--- src/design/deq_pkg.sv ---
// ----------------------------------------------------------------------------
// deq_pkg: shared types for the deque with cursor
// Operation codes and the per-result status flags.
// ----------------------------------------------------------------------------
`default_nettype none

package deq_pkg;

  typedef enum logic [2:0] {
    OP_PUSH_FRONT = 3'd0,
    OP_PUSH_BACK  = 3'd1,
    OP_POP_FRONT  = 3'd2,
    OP_POP_BACK   = 3'd3,
    OP_CUR_FRONT  = 3'd4,
    OP_CUR_BACK   = 3'd5,
    OP_STEP_NEXT  = 3'd6,
    OP_STEP_PREV  = 3'd7
  } op_e;

  // Status that travels with each result
  typedef struct packed {
    logic data_valid;
    logic rejected;
    logic is_empty;
  } res_flags_t;

endpackage

`default_nettype wire

--- src/design/deq_ram.sv ---
// ----------------------------------------------------------------------------
// deq_ram: generic single-port RAM
// One write or one read per cycle, read data registered and held.
// ----------------------------------------------------------------------------
`default_nettype none

module deq_ram #(
  parameter int WIDTH = 32,
  parameter int DEPTH = 16
) (
  input  wire logic                     clk_i,
  input  wire logic                     we_i,
  input  wire logic                     re_i,
  input  wire logic [$clog2(DEPTH)-1:0] addr_i,
  input  wire logic [WIDTH-1:0]         wdata_i,
  output logic      [WIDTH-1:0]         rdata_o
);

  logic [WIDTH-1:0] mem_q [DEPTH];
  logic [WIDTH-1:0] rdata_q;

  always_ff @(posedge clk_i) begin
    if (we_i) begin
      mem_q[addr_i] <= wdata_i;
    end
    if (re_i) begin
      rdata_q <= mem_q[addr_i];
    end
  end

  assign rdata_o = rdata_q;

endmodule

`default_nettype wire

--- src/design/deq_ctrl.sv ---
// ----------------------------------------------------------------------------
// deq_ctrl: pointer state and operation decode
// Holds front, occupancy and cursor; turns one operation into at most one RAM access.
// ----------------------------------------------------------------------------
`default_nettype none

module deq_ctrl #(
  parameter int DEPTH      = 16,
  parameter int WORD_WIDTH = 32
) (
  input  wire logic                         clk_i,
  input  wire logic                         rst_ni,
  input  wire logic                         fire_i,
  input  wire logic [2:0]                   op_i,
  input  wire logic [WORD_WIDTH-1:0]        data_i,
  output logic                              ram_we_o,
  output logic                              ram_re_o,
  output logic      [$clog2(DEPTH)-1:0]     ram_addr_o,
  output logic      [WORD_WIDTH-1:0]        ram_wdata_o,
  output deq_pkg::res_flags_t               flags_o,
  output logic      [$clog2(DEPTH+1)-1:0]   count_o
);

  import deq_pkg::*;

  localparam int AW = $clog2(DEPTH);
  localparam int CW = $clog2(DEPTH + 1);
  localparam int SW = CW + 1;
  localparam logic [AW-1:0] LastIdx = AW'(DEPTH - 1);
  localparam logic [CW-1:0] FullCnt = CW'(DEPTH);
  localparam logic [SW-1:0] DepthS  = SW'(DEPTH);

  logic [AW-1:0] front_q, front_d;
  logic [CW-1:0] occ_q, occ_d;
  logic [AW-1:0] cur_q, cur_d;
  logic          cur_vld_q, cur_vld_d;

  logic [AW-1:0] front_inc, front_dec, cur_inc, cur_dec;
  logic [SW-1:0] sum_tail, sum_back;
  logic [AW-1:0] tail_idx, back_idx;
  logic          full, empty;
  op_e           op;

  assign op    = op_e'(op_i);
  assign full  = (occ_q == FullCnt);
  assign empty = (occ_q == '0);

  assign front_inc = (front_q == LastIdx) ? '0 : front_q + AW'(1);
  assign front_dec = (front_q == '0) ? LastIdx : front_q - AW'(1);
  assign cur_inc   = (cur_q == LastIdx) ? '0 : cur_q + AW'(1);
  assign cur_dec   = (cur_q == '0) ? LastIdx : cur_q - AW'(1);

  // Slot after the back and the back slot itself, wrapped once
  assign sum_tail = SW'(front_q) + SW'(occ_q);
  assign sum_back = sum_tail - SW'(1);
  assign tail_idx = (sum_tail >= DepthS) ? AW'(sum_tail - DepthS) : AW'(sum_tail);
  assign back_idx = (sum_back >= DepthS) ? AW'(sum_back - DepthS) : AW'(sum_back);

  always_comb begin
    front_d     = front_q;
    occ_d       = occ_q;
    cur_d       = cur_q;
    cur_vld_d   = cur_vld_q;
    ram_we_o    = 1'b0;
    ram_re_o    = 1'b0;
    ram_addr_o  = front_q;
    ram_wdata_o = data_i;
    flags_o     = '0;

    case (op)
      OP_PUSH_FRONT: begin
        if (full) begin
          flags_o.rejected = 1'b1;
        end else begin
          front_d    = front_dec;
          ram_we_o   = fire_i;
          ram_addr_o = front_dec;
          occ_d      = occ_q + CW'(1);
        end
      end
      OP_PUSH_BACK: begin
        if (full) begin
          flags_o.rejected = 1'b1;
        end else begin
          ram_we_o   = fire_i;
          ram_addr_o = tail_idx;
          occ_d      = occ_q + CW'(1);
        end
      end
      OP_POP_FRONT, OP_POP_BACK: begin
        if (!empty) begin
          ram_addr_o         = (op == OP_POP_FRONT) ? front_q : back_idx;
          ram_re_o           = fire_i;
          flags_o.data_valid = 1'b1;
          if (cur_vld_q && (cur_q == ram_addr_o)) begin
            cur_vld_d = 1'b0;
          end
          if (op == OP_POP_FRONT) begin
            front_d = front_inc;
          end
          occ_d = occ_q - CW'(1);
        end
      end
      OP_CUR_FRONT, OP_CUR_BACK: begin
        if (empty) begin
          cur_vld_d = 1'b0;
        end else begin
          cur_d     = (op == OP_CUR_FRONT) ? front_q : back_idx;
          cur_vld_d = 1'b1;
        end
      end
      OP_STEP_NEXT, OP_STEP_PREV: begin
        if (cur_vld_q) begin
          ram_addr_o         = cur_q;
          ram_re_o           = fire_i;
          flags_o.data_valid = 1'b1;
          if (op == OP_STEP_NEXT) begin
            if (cur_q == back_idx) cur_vld_d = 1'b0;
            else                   cur_d     = cur_inc;
          end else begin
            if (cur_q == front_q)  cur_vld_d = 1'b0;
            else                   cur_d     = cur_dec;
          end
        end
      end
      default: ;
    endcase

    flags_o.is_empty = (occ_d == '0);
  end

  assign count_o = occ_d;

  always_ff @(posedge clk_i or negedge rst_ni) begin
    if (!rst_ni) begin
      front_q   <= '0;
      occ_q     <= '0;
      cur_q     <= '0;
      cur_vld_q <= 1'b0;
    end else if (fire_i) begin
      front_q   <= front_d;
      occ_q     <= occ_d;
      cur_q     <= cur_d;
      cur_vld_q <= cur_vld_d;
    end
  end

endmodule

`default_nettype wire

--- src/design/deque_with_cursor_top.sv ---
// Throughput: one operation per cycle while no result stalls; an accepted
//   operation passes the input register, then the result register with the
//   RAM read port, which together form a two-stage pipeline.
// Reset: rst_ni (async, active low) empties the queue and drops the cursor;
//   the ring RAM is not cleared, and only occupied slots are ever read.
// ----------------------------------------------------------------------------
// deque_with_cursor_top: bounded double-ended queue with a cursor
// Ring store in a single-port RAM, pointer logic in deq_ctrl, one result
// per operation carrying the count and an empty flag.
// ----------------------------------------------------------------------------
`default_nettype none

module deque_with_cursor_top #(
  parameter int DEPTH      = 16,
  parameter int WORD_WIDTH = 32
) (
  input  wire logic                       clk_i,
  input  wire logic                       rst_ni,
  // operation channel
  input  wire logic                       in_valid_i,
  output logic                            in_ready_o,
  input  wire logic [2:0]                 operation_i,
  input  wire logic [WORD_WIDTH-1:0]      data_in_i,
  // result channel
  output logic                            out_valid_o,
  input  wire logic                       out_ready_i,
  output logic      [WORD_WIDTH-1:0]      data_out_o,
  output logic                            data_valid_o,
  output logic                            rejected_o,
  output logic      [$clog2(DEPTH+1)-1:0] element_count_o,
  output logic                            is_empty_o
);

  import deq_pkg::*;

  localparam int AW = $clog2(DEPTH);
  localparam int CW = $clog2(DEPTH + 1);

  // Stage 0: input register
  logic                  s0_valid_q;
  logic [2:0]            s0_op_q;
  logic [WORD_WIDTH-1:0] s0_data_q;

  // Stage 1: result register (data word lives in the RAM read register)
  logic                  s1_valid_q;
  res_flags_t            s1_flags_q;
  logic [CW-1:0]         s1_count_q;

  logic                  advance;
  logic                  fire;
  logic                  in_xact;

  logic                  ram_we, ram_re;
  logic [AW-1:0]         ram_addr;
  logic [WORD_WIDTH-1:0] ram_wdata, ram_rdata;
  res_flags_t            flags;
  logic [CW-1:0]         count;

  // The pipeline moves whenever the result slot is free or being drained.
  // The RAM read register only loads on fire, so a stalled result holds.
  assign advance    = !s1_valid_q || out_ready_i;
  assign fire       = s0_valid_q && advance;
  assign in_ready_o = !s0_valid_q || advance;
  assign in_xact    = in_valid_i && in_ready_o;

  always_ff @(posedge clk_i or negedge rst_ni) begin
    if (!rst_ni) begin
      s0_valid_q <= 1'b0;
      s1_valid_q <= 1'b0;
    end else begin
      if (in_xact)      s0_valid_q <= 1'b1;
      else if (advance) s0_valid_q <= 1'b0;
      if (advance)      s1_valid_q <= s0_valid_q;
    end
  end

  always_ff @(posedge clk_i) begin
    if (in_xact) begin
      s0_op_q   <= operation_i;
      s0_data_q <= data_in_i;
    end
    if (fire) begin
      s1_flags_q <= flags;
      s1_count_q <= count;
    end
  end

  deq_ctrl #(
    .DEPTH      (DEPTH),
    .WORD_WIDTH (WORD_WIDTH)
  ) u_ctrl (
    .clk_i       (clk_i),
    .rst_ni      (rst_ni),
    .fire_i      (fire),
    .op_i        (s0_op_q),
    .data_i      (s0_data_q),
    .ram_we_o    (ram_we),
    .ram_re_o    (ram_re),
    .ram_addr_o  (ram_addr),
    .ram_wdata_o (ram_wdata),
    .flags_o     (flags),
    .count_o     (count)
  );

  // Each operation writes or reads at most one slot, never both, so a read
  // right after a write to the same slot sees the new word.
  deq_ram #(
    .WIDTH (WORD_WIDTH),
    .DEPTH (DEPTH)
  ) u_ram (
    .clk_i   (clk_i),
    .we_i    (ram_we),
    .re_i    (ram_re),
    .addr_i  (ram_addr),
    .wdata_i (ram_wdata),
    .rdata_o (ram_rdata)
  );

  assign out_valid_o     = s1_valid_q;
  assign data_out_o      = s1_flags_q.data_valid ? ram_rdata : '0;
  assign data_valid_o    = s1_flags_q.data_valid;
  assign rejected_o      = s1_flags_q.rejected;
  assign element_count_o = s1_count_q;
  assign is_empty_o      = s1_flags_q.is_empty;

endmodule

`default_nettype wire

--- config.mk ---
export PLATFORM = sky130hd
export DESIGN_NAME = deque_with_cursor_top
export DESIGN_NICKNAME = d
export VERILOG_FILES = /design/src/design/deq_pkg.sv /design/src/design/deq_ram.sv /design/src/design/deq_ctrl.sv /design/src/design/deque_with_cursor_top.sv
export SDC_FILE = /design/constraint.sdc
export NUM_CORES = 1
export LEC_CHECK = 0
export BUFFER_PORTS_ARGS = -buffer_cell sky130_fd_sc_hd__clkbuf_2
export CORE_MARGIN = 10
export CORE_UTILIZATION = 55
export DETAILED_ROUTE_END_ITERATION = 12
export PLACE_DENSITY = 0.72
export SLEW_MARGIN = 20
export SYNTH_ARGS = -nofsm -noshare
export SYNTH_HDL_FRONTEND = slang
export SYNTH_SLANG_ARGS = --single-unit
--- constraint.sdc ---
create_clock -name clk_i -period 10.4 [get_ports clk_i]
set_input_delay 1.56 -clock clk_i [delete_from_list [all_inputs] [get_ports clk_i]]
set_output_delay 1.56 -clock clk_i [all_outputs]
set_load 0.005 [all_outputs]
==> reports/metrics.csv <==
stage;metric;value;unit
setup_path;Critical Path Source Type;register;
setup_path;Critical R2R Launch;u_ctrl.front_q[0]$_DFFE_PN0P_;
setup_path;crit path kind;reg -> reg;
logic_synthesis;sequential share of the synthesized area;74.0;%
grt;first-pass GRT wire length;86.8;mm
power;Int Pwr;0.00524;W
floorplanning;# IOs;81;
sta;Setup Viol. Count Final;0;
grt;grt total ovfl;0;
min_path;Hold Path Origin;s0_valid_q$_DFFE_PN0P_;
clock_network;htree depth;2;
power;P_sw;0.00323;W
flow_run;max capacitance violation total;0;
sta;Fmax achieved;173;MHz
logic_synthesis;Synth Area per Inst;14.0;µm²
power;Max IR drop VDD;0.289;mV
layout;Nets;1850;
floorplanning;Die W;230;µm
logic_synthesis;Gate Count Post-Synth;1736;
logic_synthesis;number of flops mapped to enable cells by yosys;587;
detailed_routing;DR vias/cell;6.18;
grt;antenna violations before repair;0;
sta;Fin Setup TNS;0;ns
sta;RSZ-0062 raised after global routing;no;
logic_synthesis;ys flop type;edfxtp_1;
setup_path;crit path cell chain;ha_1, fa_1, inv_1, ha_1, mux2i_1, a221oi_2, and2_4, buf_4, buf_4, a21oi_1, a22o_1, o22ai_1, a221o_1;
detailed_routing;vias post-DR;15056;
detailed_routing;DRC;0;
clock_network;Num CTS Buffers;58;
logic_synthesis;Yosys reg bits;603;
clock_network;clk buf depth;3;
setup_path;R2R depth;13;
sta;Relative slew margins;11.5;%
floorplanning;Chip Height;230;µm
sta;Worst Tran Pin Value;1.33;ns
floorplanning;Rows;77;
setup_path;Critical-path top delay cell;buf_4;
clock_network;Post-CTS Setup Bufs;0;
clock_network;clock root cell;clkbuf_16;
layout;most common cell after layout, fill and taps aside;edfxtp_1;
power;sequential share of power;35.9;%
sta;Final Slew Violations;0;
sta;Period minus WS final;5.79;ns
placement;PortBufs;80;
sta;fin crit share;55.7;%
floorplanning;core footprint;44000;µm²
grt;GRT Overall Usage;21.0;%
sta;final hold viol count;0;
layout;Area growth syn-to-layout;11.7;%
setup_path;Crit. End Element;register;
clock_network;post-CTS sizing;0;
min_path;Hold Path Class;reg -> reg;
setup_path;CP peak stage delay;0.91;ns
setup_path;flop2flop setup slack;4.61;ns
placement;Final HPWL DP;30.2;mm
floorplanning;Die ar.;53100;µm²
placement;Placer Congestion;0.914;
min_path;hold depth;1;
clock_network;Hold-fix buffers, CTS;0;
power;clock network fraction of total power;23.4;%
clock_network;CTS tree;done;
logic_synthesis;Synth cell types;61;
power;Comb power frac;40.7;%
setup_path;WP data required;10.89;ns
detailed_routing;Iter 0 DRT Violations;1636;
setup_path;CP Max Fanout;93;
logic_synthesis;Synth warnings;0;
power;P_leak;9.04;nW
logic_synthesis;async set-reset flop share out of synthesis;2.65;%
layout;n_diodes;0;
layout;fraction of layout cells with a size suffix above 1;13.0;%
detailed_routing;Wirelength per Cell;23.5;µm
sta;Setup Skew;0.0235;ns
grt;largest net degree at the start of global routing;205;
power;pwr dens;312;nW/µm²
logic_synthesis;syn nets;1788;
setup_path;FF-to-FF End;u_ram.rdata_o[8]$_DFFE_PP_;
logic_synthesis;mapped cell area;24400;µm²
clock_network;CTS clk-pin slew, worst paths;0.07;ns
clock_network;latest clock arrival within the worst-skew pair;0.62;ns
detailed_routing;Total Wirelength;57.2;mm
floorplanning;Initial Util;55.3;%
grt;number of global-route vias before repair;14695;
setup_path;critical path arrival;6.28;ns
status;outcome;completed;
min_path;Endpoint, Worst Hold;out_valid_o$_DFFE_PN0P_;
sta;Hold Worst Slack;0.496;ns
layout;fillers;3211;
clock_network;Clock Sinks;603;
power;sw frac;38.1;%
layout;most frequent cells in the layout;587 x edfxtp_1, 285 x nand2_1, 275 x a21oi_1, 80 x clkbuf_2, 69 x a22oi_1;
detailed_routing;First-pass DRT Iterations;5;
detailed_routing;final antenna-violating net count;0;
stage by stage:
| stage | cell area, µm² | util [%] | total power, W | setup slack (ns) | cells |
|---|---|---|---|---|---|
| floorplan | 24400 | - | 0.00565 | 3.78 | 1736 |
| global placement | 25400 | 57.7 | 0.00638 | 4.85 | 2330 |
| detailed placement | 25400 | 57.7 | 0.00649 | 4.71 | 2330 |
| CTS | 27200 | 61.8 | 0.00846 | 4.70 | 2436 |
| global route | 27200 | 61.8 | 0.00892 | 4.28 | 2436 |
| finish | 27200 | 61.8 | 0.00848 | 4.61 | 2436 |
cells by family (layout without fill, tap and decap cells):
logic type      Yosys count  after routing  synth area share, %
mux                       8              8                0.334
xor+xnor                 19             19                0.683
flops                   603            603                 74.0
compound gates          532            532                 13.9
fa+ha+maj                13             13                0.699
simple gates            420            420                 7.79
buf+inv                 141            249                 2.59
routing by layer:
| layer | up-vias | wire length (µm) | GRT usage (%) |
|---|---|---|---|
| li1 | 6776 | - | - |
| met1 | 7460 | 23300 | 28.3 |
| met2 | 697 | 27800 | 34.3 |
| met3 | 123 | 4540 | 3.54 |
| met4 | 0 | 1490 | 7.05 |
| met5 | - | 0 | 0 |
worst max-delay path: cells and delay by family, from the launching register on:
family	cells	cell delay [ns]
buffers and inverters	3	1.72
adders and majority gates	3	1.17
AOI/OAI and AO/OA	5	1.14
and+or+nand+nor	1	0.83
DFF	1	0.57
muxes	1	0.12
cells in the mapped netlist (4+ instances only):
master	number	share of area [%]
ha_1	12	0.62
mux2i_1	7	0.29
inv_1	15	0.23
nor2_1	17	0.26
buf_6	4	0.18
and2_1	35	0.90
dfrtp_1	16	1.6
nor4_1	7	0.18
xnor2_1	16	0.58
a22oi_1	69	2.1
nor3_1	21	0.43
nor2b_1	4	0.10
o21ai_0	31	0.64
nand3_1	14	0.29
clkbuf_1	62	0.96
buf_2	48	0.99
a221o_1	32	1.3
edfxtp_1	587	72
a22o_1	63	2.3
a31oi_1	6	0.15
o22ai_1	37	0.95
nand2b_1	8	0.21
nand2_1	287	4.4
buf_1	8	0.12
a21oi_1	275	5.7
cell type report:
| cell class | count | area [µm²] | share of cell area (%) |
|---|---|---|---|
| well taps | 592 | 741 | 2.72 |
| clock buffers | 76 | 1560 | 5.73 |
| repair buffers | 127 | 766 | 2.81 |
| flip-flops and latches | 603 | 18000 | 66.3 |
| inverters | 16 | 60.1 | 0.221 |
| clock inverters | 30 | 218 | 0.800 |
| multi-input cells | 992 | 5830 | 21.4 |
power groups by stage:
stage | registers (W) | logic, W | clock network (W)
floorplan | 0.00300 | 0.00266 | 0
global placement | 0.00308 | 0.00330 | 0
detailed placement | 0.00309 | 0.00340 | 0
CTS | 0.00304 | 0.00342 | 0.00201
global route | 0.00306 | 0.00376 | 0.00211
finish | 0.00305 | 0.00345 | 0.00198
how the worst max path moves through the flow:
stage | endpoint | startpoint | slack, ns | cells after the start
2_1_floorplan | u_ram.mem_q[4][0]$_DFFE_PP_ | u_ctrl.occ_q[0]$_DFFE_PN0P_ | 3.78 | 12
3_3_place_gp | u_ram.rdata_o[8]$_DFFE_PP_ | u_ctrl.front_q[0]$_DFFE_PN0P_ | 4.85 | 13
3_5_place_dp | u_ram.rdata_o[8]$_DFFE_PP_ | u_ctrl.front_q[0]$_DFFE_PN0P_ | 4.71 | 13
4_1_cts | u_ram.rdata_o[8]$_DFFE_PP_ | u_ctrl.front_q[0]$_DFFE_PN0P_ | 4.70 | 13
5_1_grt | u_ram.rdata_o[14]$_DFFE_PP_ | u_ctrl.front_q[0]$_DFFE_PN0P_ | 4.28 | 13
6_report | u_ram.rdata_o[8]$_DFFE_PP_ | u_ctrl.front_q[0]$_DFFE_PN0P_ | 4.61 | 13
state kept, by name, summed over array words and instances, names as in the netlist:
name and count:
s0_data_q 32, rejected_o 1, s0_valid_q 1, out_valid_o 1, u_ctrl.cur_q 4, is_empty_o 1, u_ctrl.front_q 4, u_ram.mem_q 512
u_ctrl.occ_q 5, u_ctrl.cur_vld_q 1, u_ram.rdata_o 32, element_count_o 5, data_valid_o 1, s0_op_q 3
(Power assumes the default switching activity.)
